--- src/rtl/core/p2p_rej_pkg.sv ---
package p2p_rej_pkg;

    // Channel count and field widths of the transaction payloads
    localparam int CHANNELS  = 64;
    localparam int SAMPLE_W  = 24;
    localparam int LIMIT_W   = 26;
    localparam int CH_W      = 6;
    localparam int KEPT_W    = 7;
    localparam int CFG_IDX_W = 2;
    localparam int MEAS_W    = SAMPLE_W + 1;
    localparam int CMP_W     = (MEAS_W > LIMIT_W) ? MEAS_W : LIMIT_W;

    localparam logic signed [LIMIT_W-1:0]  DEFAULT_LIMIT_RST = LIMIT_W'(3500);
    localparam logic signed [SAMPLE_W-1:0] SAMPLE_MAX = {1'b0, {(SAMPLE_W-1){1'b1}}};
    localparam logic signed [SAMPLE_W-1:0] SAMPLE_MIN = {1'b1, {(SAMPLE_W-1){1'b0}}};
    localparam logic [KEPT_W-1:0]          KEPT_SAT   = '1;
    localparam logic [CH_W-1:0]            CH_LAST    = CH_W'(CHANNELS - 1);

    typedef enum logic [0:0] {
        OP_SAMPLE   = 1'b0,
        OP_LIMIT_WR = 1'b1
    } t_opcode;

    typedef enum logic [CFG_IDX_W-1:0] {
        CFG_MAX_ONLY      = 2'd0,
        CFG_CHANNEL_MODE  = 2'd1,
        CFG_INVERT        = 2'd2,
        CFG_DEFAULT_LIMIT = 2'd3
    } t_cfg_reg;

    typedef struct packed {
        logic max_only;
        logic channel_mode;
        logic invert;
    } t_mode;

    typedef struct packed {
        logic                      en;
        logic [CH_W-1:0]           idx;
        logic signed [LIMIT_W-1:0] value;
    } t_lim_wr;

    typedef struct packed {
        logic [CH_W-1:0]            chan_id;
        logic                       channel_exceeded;
        logic                       channel_kept;
        logic signed [SAMPLE_W-1:0] channel_min;
        logic signed [SAMPLE_W-1:0] channel_max;
        logic                       epoch_done;
        logic                       epoch_rejected;
        logic [KEPT_W-1:0]          kept_count;
        logic [CH_W-1:0]            first_bad_channel;
        logic                       first_bad_valid;
    } t_result;

endpackage

--- src/rtl/core/p2p_rej_in_if.sv ---
interface p2p_rej_in_if;
    logic                                          valid;
    logic                                          ready;
    logic                                          opcode;
    logic signed [p2p_rej_pkg::SAMPLE_W-1:0]       sample_value;
    logic                                          last_in_channel;
    logic                                          last_in_epoch;
    logic [p2p_rej_pkg::CH_W-1:0]                  channel_index;
    logic signed [p2p_rej_pkg::LIMIT_W-1:0]        limit_value;

    modport source (
        output valid, opcode, sample_value, last_in_channel, last_in_epoch,
               channel_index, limit_value,
        input  ready
    );
    modport sink (
        input  valid, opcode, sample_value, last_in_channel, last_in_epoch,
               channel_index, limit_value,
        output ready
    );
endinterface

--- src/rtl/core/p2p_rej_out_if.sv ---
interface p2p_rej_out_if;
    logic                                       valid;
    logic                                       ready;
    logic [p2p_rej_pkg::CH_W-1:0]               chan_id;
    logic                                       channel_exceeded;
    logic                                       channel_kept;
    logic signed [p2p_rej_pkg::SAMPLE_W-1:0]    channel_min;
    logic signed [p2p_rej_pkg::SAMPLE_W-1:0]    channel_max;
    logic                                       epoch_done;
    logic                                       epoch_rejected;
    logic [p2p_rej_pkg::KEPT_W-1:0]             kept_count;
    logic [p2p_rej_pkg::CH_W-1:0]               first_bad_channel;
    logic                                       first_bad_valid;

    modport source (
        output valid, chan_id, channel_exceeded, channel_kept, channel_min,
               channel_max, epoch_done, epoch_rejected, kept_count,
               first_bad_channel, first_bad_valid,
        input  ready
    );
    modport sink (
        input  valid, chan_id, channel_exceeded, channel_kept, channel_min,
               channel_max, epoch_done, epoch_rejected, kept_count,
               first_bad_channel, first_bad_valid,
        output ready
    );
endinterface

--- src/rtl/core/p2p_rej_limits.sv ---
module p2p_rej_limits (
    input  logic                                   i_clk,
    input  logic                                   i_rst_n,
    input  p2p_rej_pkg::t_lim_wr                   i_wr,
    input  logic [p2p_rej_pkg::CH_W-1:0]           i_rd_idx,
    input  logic [p2p_rej_pkg::CH_W-1:0]           i_cur_idx,
    input  logic signed [p2p_rej_pkg::LIMIT_W-1:0] i_default_limit,
    output logic signed [p2p_rej_pkg::LIMIT_W-1:0] o_limit
);

    logic signed [p2p_rej_pkg::LIMIT_W-1:0] r_mem [p2p_rej_pkg::CHANNELS];
    logic signed [p2p_rej_pkg::LIMIT_W-1:0] r_rd_data;
    logic [p2p_rej_pkg::CHANNELS-1:0]       r_ovr_valid;

    // Read ahead at the next channel index; forward a same-cycle write.
    always_ff @(posedge i_clk) begin
        if (i_wr.en) begin
            r_mem[i_wr.idx] <= i_wr.value;
        end
        if (i_wr.en && (i_wr.idx == i_rd_idx)) begin
            r_rd_data <= i_wr.value;
        end else begin
            r_rd_data <= r_mem[i_rd_idx];
        end
    end

    always_ff @(posedge i_clk) begin
        if (!i_rst_n) begin
            r_ovr_valid <= '0;
        end else if (i_wr.en) begin
            r_ovr_valid[i_wr.idx] <= 1'b1;
        end
    end

    assign o_limit = r_ovr_valid[i_cur_idx] ? r_rd_data : i_default_limit;

endmodule

--- src/rtl/core/p2p_rej_track.sv ---
module p2p_rej_track (
    input  logic                                    i_clk,
    input  logic                                    i_rst_n,
    input  logic                                    i_fire,
    input  logic signed [p2p_rej_pkg::SAMPLE_W-1:0] i_sample,
    input  logic                                    i_last_ch,
    input  logic                                    i_last_ep,
    input  p2p_rej_pkg::t_mode                      i_mode,
    input  logic signed [p2p_rej_pkg::LIMIT_W-1:0]  i_limit,
    output logic [p2p_rej_pkg::CH_W-1:0]            o_cnt,
    output logic [p2p_rej_pkg::CH_W-1:0]            o_cnt_next,
    output p2p_rej_pkg::t_result                    o_result
);

    logic signed [p2p_rej_pkg::SAMPLE_W-1:0] r_min, n_min, r_max, n_max;
    logic [p2p_rej_pkg::CH_W-1:0]            r_cnt, n_cnt, r_first, n_first;
    logic [p2p_rej_pkg::KEPT_W-1:0]          r_kept, n_kept;
    logic                                    r_any, n_any;

    logic signed [p2p_rej_pkg::SAMPLE_W-1:0] cur_min, cur_max;
    logic signed [p2p_rej_pkg::MEAS_W-1:0]   measure;
    logic                                    exceeded, kept, any_upd, rejected;
    logic [p2p_rej_pkg::KEPT_W-1:0]          kept_upd;
    logic [p2p_rej_pkg::CH_W-1:0]            first_upd;

    always_comb begin
        cur_min   = (i_sample < r_min) ? i_sample : r_min;
        cur_max   = (i_sample > r_max) ? i_sample : r_max;
        measure   = i_mode.max_only ? p2p_rej_pkg::MEAS_W'(cur_max)
                  : p2p_rej_pkg::MEAS_W'(cur_max) - p2p_rej_pkg::MEAS_W'(cur_min);
        exceeded  = p2p_rej_pkg::CMP_W'(measure) > p2p_rej_pkg::CMP_W'(i_limit);
        kept      = ~exceeded ^ i_mode.invert;
        kept_upd  = (kept && (r_kept != p2p_rej_pkg::KEPT_SAT)) ? r_kept + 1'b1 : r_kept;
        any_upd   = r_any | exceeded;
        first_upd = (exceeded && !r_any) ? r_cnt : r_first;
        rejected  = i_last_ep & (i_mode.channel_mode ? (kept_upd == '0)
                                                     : (any_upd ^ i_mode.invert));

        o_result.chan_id           = r_cnt;
        o_result.channel_exceeded  = exceeded;
        o_result.channel_kept      = kept;
        o_result.channel_min       = cur_min;
        o_result.channel_max       = cur_max;
        o_result.epoch_done        = i_last_ep;
        o_result.epoch_rejected    = rejected;
        o_result.kept_count        = kept_upd;
        o_result.first_bad_channel = first_upd;
        o_result.first_bad_valid   = any_upd;

        n_min   = r_min;
        n_max   = r_max;
        n_cnt   = r_cnt;
        n_kept  = r_kept;
        n_first = r_first;
        n_any   = r_any;
        if (i_fire) begin
            if (i_last_ch || i_last_ep) begin
                n_min = p2p_rej_pkg::SAMPLE_MAX;
                n_max = p2p_rej_pkg::SAMPLE_MIN;
                if (i_last_ep) begin
                    n_cnt   = '0;
                    n_kept  = '0;
                    n_first = '0;
                    n_any   = 1'b0;
                end else begin
                    n_cnt   = (r_cnt == p2p_rej_pkg::CH_LAST) ? r_cnt : r_cnt + 1'b1;
                    n_kept  = kept_upd;
                    n_first = first_upd;
                    n_any   = any_upd;
                end
            end else begin
                n_min = cur_min;
                n_max = cur_max;
            end
        end
    end

    always_ff @(posedge i_clk) begin
        if (!i_rst_n) begin
            r_min   <= p2p_rej_pkg::SAMPLE_MAX;
            r_max   <= p2p_rej_pkg::SAMPLE_MIN;
            r_cnt   <= '0;
            r_kept  <= '0;
            r_first <= '0;
            r_any   <= 1'b0;
        end else begin
            r_min   <= n_min;
            r_max   <= n_max;
            r_cnt   <= n_cnt;
            r_kept  <= n_kept;
            r_first <= n_first;
            r_any   <= n_any;
        end
    end

    assign o_cnt      = r_cnt;
    assign o_cnt_next = n_cnt;

endmodule

--- src/rtl/core/peak_to_peak_epoch_reject_core.sv ---
// Peak-to-peak epoch rejection. Samples stream in channel by channel; the block
// keeps the running minimum and maximum of the current channel and, on the
// channel's last sample (or the epoch's last sample), compares max - min (or the
// maximum alone when max_only is set) strictly against the channel's limit: a
// per-channel override written with an opcode-1 transaction, else default_limit.
// One result transaction leaves per finished channel, carrying the verdict, keep
// bit, extremes and epoch bookkeeping; the one that closes the epoch also carries
// the epoch verdict. The block takes one transaction per clock cycle unless a
// closing sample is stalled. A transaction lands in an input register, is
// evaluated there and, if it closes a channel, loads the output register that
// drives result valid. The output register lets the next transaction enter
// while a result waits; only a channel-closing sample stalls behind an
// unconsumed result. Per-channel limits live in a 64-entry memory read ahead
// at the next channel index, so a limit write is seen by the very next sample.
// Write configuration only while idle.
module peak_to_peak_epoch_reject_core (
    input  logic                                   i_clk,
    input  logic                                   i_rst_n,
    p2p_rej_in_if.sink                             i_in,
    p2p_rej_out_if.source                          o_res,
    input  logic                                   i_cfg_we,
    input  logic [p2p_rej_pkg::CFG_IDX_W-1:0]      i_cfg_idx,
    input  logic [p2p_rej_pkg::LIMIT_W-1:0]        i_cfg_data
);

    // Configuration registers
    p2p_rej_pkg::t_mode                     r_mode;
    logic signed [p2p_rej_pkg::LIMIT_W-1:0] r_default_limit;

    // Input stage
    logic                                    r_s1_valid;
    logic                                    r_s1_op;
    logic signed [p2p_rej_pkg::SAMPLE_W-1:0] r_s1_sample;
    logic                                    r_s1_last_ch;
    logic                                    r_s1_last_ep;
    logic [p2p_rej_pkg::CH_W-1:0]            r_s1_idx;
    logic signed [p2p_rej_pkg::LIMIT_W-1:0]  r_s1_limit;

    // Result stage
    logic                 r_out_valid;
    p2p_rej_pkg::t_result r_out;

    logic                                   s1_sample;
    logic                                   s1_result;
    logic                                   out_free;
    logic                                   s1_go;
    logic                                   in_ready;
    p2p_rej_pkg::t_lim_wr                   lim_wr;
    logic signed [p2p_rej_pkg::LIMIT_W-1:0] cur_limit;
    logic [p2p_rej_pkg::CH_W-1:0]           cur_cnt;
    logic [p2p_rej_pkg::CH_W-1:0]           next_cnt;
    p2p_rej_pkg::t_result                   result;

    // Configuration writes; indexes past the list are dropped.
    always_ff @(posedge i_clk) begin
        if (!i_rst_n) begin
            r_mode          <= '0;
            r_default_limit <= p2p_rej_pkg::DEFAULT_LIMIT_RST;
        end else if (i_cfg_we) begin
            case (p2p_rej_pkg::t_cfg_reg'(i_cfg_idx))
                p2p_rej_pkg::CFG_MAX_ONLY:      r_mode.max_only     <= i_cfg_data[0];
                p2p_rej_pkg::CFG_CHANNEL_MODE:  r_mode.channel_mode <= i_cfg_data[0];
                p2p_rej_pkg::CFG_INVERT:        r_mode.invert       <= i_cfg_data[0];
                p2p_rej_pkg::CFG_DEFAULT_LIMIT: r_default_limit     <= i_cfg_data;
                default: ;
            endcase
        end
    end

    // Handshake: a closing sample advances only if the result slot frees up.
    always_comb begin
        s1_sample = (r_s1_op == 1'(p2p_rej_pkg::OP_SAMPLE));
        s1_result = r_s1_valid && s1_sample && (r_s1_last_ch || r_s1_last_ep);
        out_free  = !r_out_valid || o_res.ready;
        s1_go     = r_s1_valid && (!s1_result || out_free);
        in_ready  = !r_s1_valid || s1_go;

        lim_wr.en    = s1_go && !s1_sample && (32'(r_s1_idx) < p2p_rej_pkg::CHANNELS);
        lim_wr.idx   = r_s1_idx;
        lim_wr.value = r_s1_limit;
    end

    assign i_in.ready = in_ready;

    always_ff @(posedge i_clk) begin
        if (!i_rst_n) begin
            r_s1_valid <= 1'b0;
        end else if (in_ready) begin
            r_s1_valid <= i_in.valid;
        end
    end

    // Hold the payload until the stage advances.
    always_ff @(posedge i_clk) begin
        if (in_ready && i_in.valid) begin
            r_s1_op      <= i_in.opcode;
            r_s1_sample  <= i_in.sample_value;
            r_s1_last_ch <= i_in.last_in_channel;
            r_s1_last_ep <= i_in.last_in_epoch;
            r_s1_idx     <= i_in.channel_index;
            r_s1_limit   <= i_in.limit_value;
        end
    end

    p2p_rej_limits u_limits (
        .i_clk           (i_clk),
        .i_rst_n         (i_rst_n),
        .i_wr            (lim_wr),
        .i_rd_idx        (next_cnt),
        .i_cur_idx       (cur_cnt),
        .i_default_limit (r_default_limit),
        .o_limit         (cur_limit)
    );

    p2p_rej_track u_track (
        .i_clk      (i_clk),
        .i_rst_n    (i_rst_n),
        .i_fire     (s1_go && s1_sample),
        .i_sample   (r_s1_sample),
        .i_last_ch  (r_s1_last_ch),
        .i_last_ep  (r_s1_last_ep),
        .i_mode     (r_mode),
        .i_limit    (cur_limit),
        .o_cnt      (cur_cnt),
        .o_cnt_next (next_cnt),
        .o_result   (result)
    );

    // Result register: load on a closing sample, drop once taken.
    always_ff @(posedge i_clk) begin
        if (!i_rst_n) begin
            r_out_valid <= 1'b0;
        end else if (s1_go && s1_result) begin
            r_out_valid <= 1'b1;
        end else if (o_res.ready) begin
            r_out_valid <= 1'b0;
        end
    end

    always_ff @(posedge i_clk) begin
        if (s1_go && s1_result) begin
            r_out <= result;
        end
    end

    assign o_res.valid             = r_out_valid;
    assign o_res.chan_id           = r_out.chan_id;
    assign o_res.channel_exceeded  = r_out.channel_exceeded;
    assign o_res.channel_kept      = r_out.channel_kept;
    assign o_res.channel_min       = r_out.channel_min;
    assign o_res.channel_max       = r_out.channel_max;
    assign o_res.epoch_done        = r_out.epoch_done;
    assign o_res.epoch_rejected    = r_out.epoch_rejected;
    assign o_res.kept_count        = r_out.kept_count;
    assign o_res.first_bad_channel = r_out.first_bad_channel;
    assign o_res.first_bad_valid   = r_out.first_bad_valid;

    a_reject_only_at_epoch_end: assert property (@(posedge i_clk) disable iff (!i_rst_n)
        r_out_valid && !r_out.epoch_done |-> !r_out.epoch_rejected)
        else $error("epoch verdict set on a result that does not close the epoch");

    a_first_bad_zero_when_none: assert property (@(posedge i_clk) disable iff (!i_rst_n)
        r_out_valid && !r_out.first_bad_valid |-> r_out.first_bad_channel == '0)
        else $error("first bad channel nonzero while no channel exceeded");

    a_stall_blocks_input: assert property (@(posedge i_clk) disable iff (!i_rst_n)
        s1_result && r_out_valid && !o_res.ready |-> !i_in.ready)
        else $error("input accepted while a closing sample is stalled");

    a_epoch_end_clears_counter: assert property (@(posedge i_clk) disable iff (!i_rst_n)
        s1_go && s1_sample && r_s1_last_ep |=> cur_cnt == '0)
        else $error("channel counter not cleared after epoch end");

endmodule

--- src/flat_wrapper.sv ---
// flat-port wrapper written by rule: the top's interface ports become plain ports
module peak_to_peak_epoch_reject_core_flat 
  (i_clk, i_rst_n, i_cfg_we, i_cfg_idx, i_cfg_data, i_in_valid, i_in_opcode, i_in_sample_value, i_in_last_in_channel, i_in_last_in_epoch, i_in_channel_index, i_in_limit_value, i_in_ready, o_res_valid, o_res_chan_id, o_res_channel_exceeded, o_res_channel_kept, o_res_channel_min, o_res_channel_max, o_res_epoch_done, o_res_epoch_rejected, o_res_kept_count, o_res_first_bad_channel, o_res_first_bad_valid, o_res_ready);
  p2p_rej_in_if i_in_i ();
  p2p_rej_out_if o_res_i ();
  input  logic i_clk;
  input  logic i_rst_n;
  input  logic i_cfg_we;
  input  logic [p2p_rej_pkg::CFG_IDX_W-1:0] i_cfg_idx;
  input  logic [p2p_rej_pkg::LIMIT_W-1:0] i_cfg_data;
  input wire logic [$bits(i_in_i.valid)-1:0] i_in_valid;
  input wire logic [$bits(i_in_i.opcode)-1:0] i_in_opcode;
  input wire logic [$bits(i_in_i.sample_value)-1:0] i_in_sample_value;
  input wire logic [$bits(i_in_i.last_in_channel)-1:0] i_in_last_in_channel;
  input wire logic [$bits(i_in_i.last_in_epoch)-1:0] i_in_last_in_epoch;
  input wire logic [$bits(i_in_i.channel_index)-1:0] i_in_channel_index;
  input wire logic [$bits(i_in_i.limit_value)-1:0] i_in_limit_value;
  output wire logic [$bits(i_in_i.ready)-1:0] i_in_ready;
  output wire logic [$bits(o_res_i.valid)-1:0] o_res_valid;
  output wire logic [$bits(o_res_i.chan_id)-1:0] o_res_chan_id;
  output wire logic [$bits(o_res_i.channel_exceeded)-1:0] o_res_channel_exceeded;
  output wire logic [$bits(o_res_i.channel_kept)-1:0] o_res_channel_kept;
  output wire logic [$bits(o_res_i.channel_min)-1:0] o_res_channel_min;
  output wire logic [$bits(o_res_i.channel_max)-1:0] o_res_channel_max;
  output wire logic [$bits(o_res_i.epoch_done)-1:0] o_res_epoch_done;
  output wire logic [$bits(o_res_i.epoch_rejected)-1:0] o_res_epoch_rejected;
  output wire logic [$bits(o_res_i.kept_count)-1:0] o_res_kept_count;
  output wire logic [$bits(o_res_i.first_bad_channel)-1:0] o_res_first_bad_channel;
  output wire logic [$bits(o_res_i.first_bad_valid)-1:0] o_res_first_bad_valid;
  input wire logic [$bits(o_res_i.ready)-1:0] o_res_ready;
  assign i_in_i.valid = i_in_valid;
  assign i_in_i.opcode = i_in_opcode;
  assign i_in_i.sample_value = i_in_sample_value;
  assign i_in_i.last_in_channel = i_in_last_in_channel;
  assign i_in_i.last_in_epoch = i_in_last_in_epoch;
  assign i_in_i.channel_index = i_in_channel_index;
  assign i_in_i.limit_value = i_in_limit_value;
  assign i_in_ready = i_in_i.ready;
  assign o_res_valid = o_res_i.valid;
  assign o_res_chan_id = o_res_i.chan_id;
  assign o_res_channel_exceeded = o_res_i.channel_exceeded;
  assign o_res_channel_kept = o_res_i.channel_kept;
  assign o_res_channel_min = o_res_i.channel_min;
  assign o_res_channel_max = o_res_i.channel_max;
  assign o_res_epoch_done = o_res_i.epoch_done;
  assign o_res_epoch_rejected = o_res_i.epoch_rejected;
  assign o_res_kept_count = o_res_i.kept_count;
  assign o_res_first_bad_channel = o_res_i.first_bad_channel;
  assign o_res_first_bad_valid = o_res_i.first_bad_valid;
  assign o_res_i.ready = o_res_ready;
  peak_to_peak_epoch_reject_core u_core (.i_clk(i_clk), .i_rst_n(i_rst_n), .i_in(i_in_i), .o_res(o_res_i), .i_cfg_we(i_cfg_we), .i_cfg_idx(i_cfg_idx), .i_cfg_data(i_cfg_data));
endmodule
--- config.mk ---
export PLATFORM = sky130hd
export DESIGN_NAME = peak_to_peak_epoch_reject_core_flat
export DESIGN_NICKNAME = d
export VERILOG_FILES = /design/src/rtl/core/p2p_rej_pkg.sv /design/src/rtl/core/p2p_rej_in_if.sv /design/src/rtl/core/p2p_rej_out_if.sv /design/src/rtl/core/p2p_rej_limits.sv /design/src/rtl/core/p2p_rej_track.sv /design/src/rtl/core/peak_to_peak_epoch_reject_core.sv /design/src/flat_wrapper.sv
export SDC_FILE = /design/constraint.sdc
export NUM_CORES = 2
export LEC_CHECK = 0
export ABC_AREA = 1
export BUFFER_PORTS_ARGS = -buffer_cell sky130_fd_sc_hd__buf_2
export CAP_MARGIN = 20
export CELL_PAD_IN_SITES_DETAIL_PLACEMENT = 0
export CELL_PAD_IN_SITES_GLOBAL_PLACEMENT = 1
export CORE_MARGIN = 8
export CORE_UTILIZATION = 34
export CTS_BUF_LIST = sky130_fd_sc_hd__clkbuf_16
export DETAILED_ROUTE_END_ITERATION = 12
export HOLD_SLACK_MARGIN = 0.02
export PLACE_DENSITY_LB_ADDON = 0.12
export SYNTH_ARGS = -nofsm -noshare
export SYNTH_HDL_FRONTEND = slang
export SYNTH_SLANG_ARGS = --single-unit
--- constraint.sdc ---
create_clock -name i_clk -period 6.2 [get_ports i_clk]
set_input_delay 0 -clock i_clk [delete_from_list [all_inputs] [get_ports i_clk]]
set_output_delay 0 -clock i_clk [all_outputs]
set_load 0.05 [all_outputs]
==> results.md <==
* Startpoint Class: flip-flop
* Num rows at 177
* Mux cell area share after synthesis at 0.02520%
* Fin Clk Skew at 0.05963 ns
* Data required, critical path at 6.96 ns
* Final setup violation count at 0
* Ys flop type: edfxtp_1
* Final Util at 41.77%
* Mapped Cells at 6411
* Max Freq at 165.6 MHz
* Grt met2 use at 34.84%
* Yosys reg bits at 1964
* Worst Path Max Fanout at 4
* Reg clk slew, reported paths at 0.07 ns
* Number of flops mapped to enable cells by yosys at 1795
* Ys async rst share at 0%
* Sequential fraction of the synthesis area at 72.10%
* Root buf cell: clkbuf_16
* Max Slew Vio Count at 0
* XOR/XNOR share of the synthesized area at 0.1984%
* Final #Nets at 7317
* Slowest Stage Delay on Critical Path at 0.42 ns
* Slew @ Worst Pin at 1.125 ns
* Routing usage on met1 at 30.74%
* Layout cells sized above 1 at 16.92%
* Top post-synthesis cells by area: edfxtp_1, o21ai_0, nor2_1
* DR WL/cell at 26.85 µm
* Endpoints failing hold at 0
* Core region area at 232500 µm²
* Post-route clock period utilization at 97.42%
* Initial Utilization at 34.17%
* Worst setup margin at 0.1601 ns
* Area growth, synth to finish at 22.24%
* Fin Hold WS at 0.07872 ns
* Slowest-stage cell, CP: edfxtp_1
* Htree depth at 4
* Die Wd at 499.4 µm
* Post-synthesis adder-cell area fraction at 1.568%
* Placer Congestion at 0.8127
* Crit path capture type: flip-flop
* Starting DRT DRC Count at 5050
* Tightest Hold Check Type: primary input to flip-flop
* Vert. Die Dim at 499.4 µm
* Synth top area share at 67.84%
* Leak Pwr at 33.41 nW
* Unrepaired setup endpoints after global routing: true
* DR pass1 iterations at 6
* CTS tree: built
* MaxCap Viol Count at 0
* Worst-skew pair later-pin latency at 0.89 ns
* Global Route met3 Usage at 2.833%
* Netlist Area Pre-Place at 79450 µm²
* Post-Syn Nets at 6602
* Largest area contributor in the netlist: edfxtp_1
* Fin Setup TNS at 0 ns
* Ports at 166
* Drt drc at 0
* Total CTS buffers at 211
* Synth unique cells at 49
* Sequential cell area at 57300 µm²
* Post-route ant nets at 0
* Warnings from Yosys at 0
* Post-DP HPWL at 162.0 mm
* Status: finished clean
* Global-route congestion overflow total at 0
* Vias in the first global route at 54728
* Fill cell count at 21978
* Number of buffers added on ports at 165
* Synth Area per Inst at 12.39 µm²
* PwrDens at 307.6 nW/µm²
* Vias at 55732
* First-pass GRT wire length at 396.7 mm
* Clock Tree Buf Depth at 3
* Clock sinks at 1964
* Die footprint at 249400 µm²
* CP Class: flip-flop to flip-flop
* Pin count of the biggest net entering global routing at 133
* Tmin final at 6.040 ns
* Slew HR at 24.98%
* Largest family of logic cells by synthesized area: compound AO/OA/AOI/OAI gates
* Compound-Gate Fraction of Synth Area at 13.43%
* Worst slack, placed at -0.4712 ns
* Via density at 5.384
* Total Routed Length at 277.9 mm
* Maximum VDD drop at 262.4 µV
* Post-route cell area at 97120 µm²
* Most used cell, CP: nand2_2
* Simple-gate portion of the synthesized area at 9.568%
* Worst Path Arrival at 6.80 ns
* Gr busiest metal: met2
* Gr usage total at 21.44%
* Initial antenna violation count at 6
* Area after DPL at 87560 µm²
* Multi-input gate area at 20870 µm²
-- Yosys cell counts, types with 2 or more instances --
cell       instances
a2111oi_0          3
o221ai_1         325
inv_2              4
o22ai_1          129
or2_2              2
a32o_1            21
inv_1            219
o21bai_1           3
a21oi_1          111
nor2_1          1220
dfxtp_1          169
nand3_1          187
o21a_1            15
o211ai_1          13
nand4_1           19
nor4_1             6
o21ai_1            9
a31oi_1           50
ha_1              98
buf_1             19
nor2_2             5
nand2_1          413
nor3_1            29
nand2_2           15
a32oi_1           27
xnor2_1            8
a21boi_0           2
a21o_1             3
buf_2             37
mux2i_1            2
nand2_4            2
xor2_1            10
nand3_2            5
edfxtp_1        1795
clkbuf_1         364
o21ai_0         1059
-- placed cells by master, fill, tap and decap left out, drive strengths merged, types with 21 or more instances in the layout --
cell type    netlist  final
a21oi            111    111
a32oi             27     27
dlygate4sd3        0    205
o22ai            129    129
dfxtp            169    169
o21ai           1069   1069
nor2            1225   1225
clkinv             1    100
o221ai           325    325
edfxtp          1795   1795
clkbuf           365    214
a31oi             50     50
nand2            430    431
nor3              29     29
ha                98     98
buf               56    714
inv              223    292
nand3            192    192
a32o              21     21
-- per-stage QoR --
stage	power, mW	cells
floorplan	16.41	6411
detailed placement	17.81	9730
CTS	30.02	10335
global route	30.96	10350
global placement	17.81	9729
finish	29.88	10351
-- power by group --
part	switching, mW	total, mW	internal [mW]
clock network	5.43	12.0	6.58
logic	2.02	3.25	1.23
registers	0.0463	14.6	14.6
total	7.50	29.9	22.4
-- final timing paths --
path | startpoint | end | slack (ns) | depth (start not counted)
worst max-delay path | u_core.r_s1_sample[23]$_DFFE_PP_ | u_core.o_res.epoch_rejected$_DFFE_PP_ | 0.16 | 40
worst min-delay path | i_cfg_data[22] | u_core.r_default_limit[22]$_SDFFE_PN0P_ | 0.08 | 4
worst max register to register | u_core.r_s1_sample[23]$_DFFE_PP_ | u_core.o_res.epoch_rejected$_DFFE_PP_ | 0.16 | 40
worst min register to register | u_core.r_default_limit[18]$_SDFFE_PN0P_ | u_core.r_default_limit[18]$_SDFFE_PN0P_ | 0.46 | 2
-- sequential cells by signal (all words and copies together), names as in the netlist, 3 cells and up, named ones only --
register / count
u_core.u_limits.r_ovr_valid: 64
u_core.u_track.r_kept: 7
u_core.u_track.o_cnt: 6
u_core.o_res.kept_count: 7
u_core.u_limits.r_mem: 1664
u_core.r_s1_limit: 26
u_core.r_s1_idx: 6
u_core.o_res.channel_min: 24
u_core.r_mode: 3
u_core.o_res.chan_id: 6
u_core.r_default_limit: 26
u_core.o_res.channel_max: 24
u_core.u_track.r_max: 24
u_core.o_res.first_bad_channel: 6
u_core.r_s1_sample: 24
u_core.u_track.r_min: 24
u_core.u_track.r_first: 6
-- final cells by class --
class                      count  area share [%]
clock buffer                 211           5.436
timing repair buffer         922           7.945
tap                         3043           3.920
clock inverter               181           1.305
sequential                  1964           59.00
multi-input combinational   3803           21.49
antenna                        3        0.007730
inverter                     224          0.8979
-- what timing repair did --
item                                    CTS  global route
endpoints found under the setup margin   29            30
pin swaps                                22            52
hold endpoints to repair                142             0
buffers inserted                          8             8
cloned                                    0             5
resized for setup                        76           126
hold buffers                            205             0
-- cell families after synthesis --
family	after synthesis
AOI/OAI and AO/OA	1777
xor gates and xnor gates	18
adders and majority gates	99
buffers and inverters	645
DFF	1964
muxes	2
and+or+nand+nor	1906
-- routing by layer --
metal	share of wire (%)	wire (µm)
met4	2.1	5716
met5	0	0
met1	46	127100
met3	5.4	15110
met2	47	130000
-- worst max-delay path, delay by kind of cell (launching register included) --
kind                     cells  cell delay [ns]
adder cells (fa/ha/maj)      4             1.20
buffers and inverters        5             0.70
flip-flops                   1             0.42
AND/OR/NAND/NOR             22             2.35
XOR/XNOR                     1             0.12
AO/OA/AOI/OAI                8             1.15
Power figures use the tool's default switching activity.
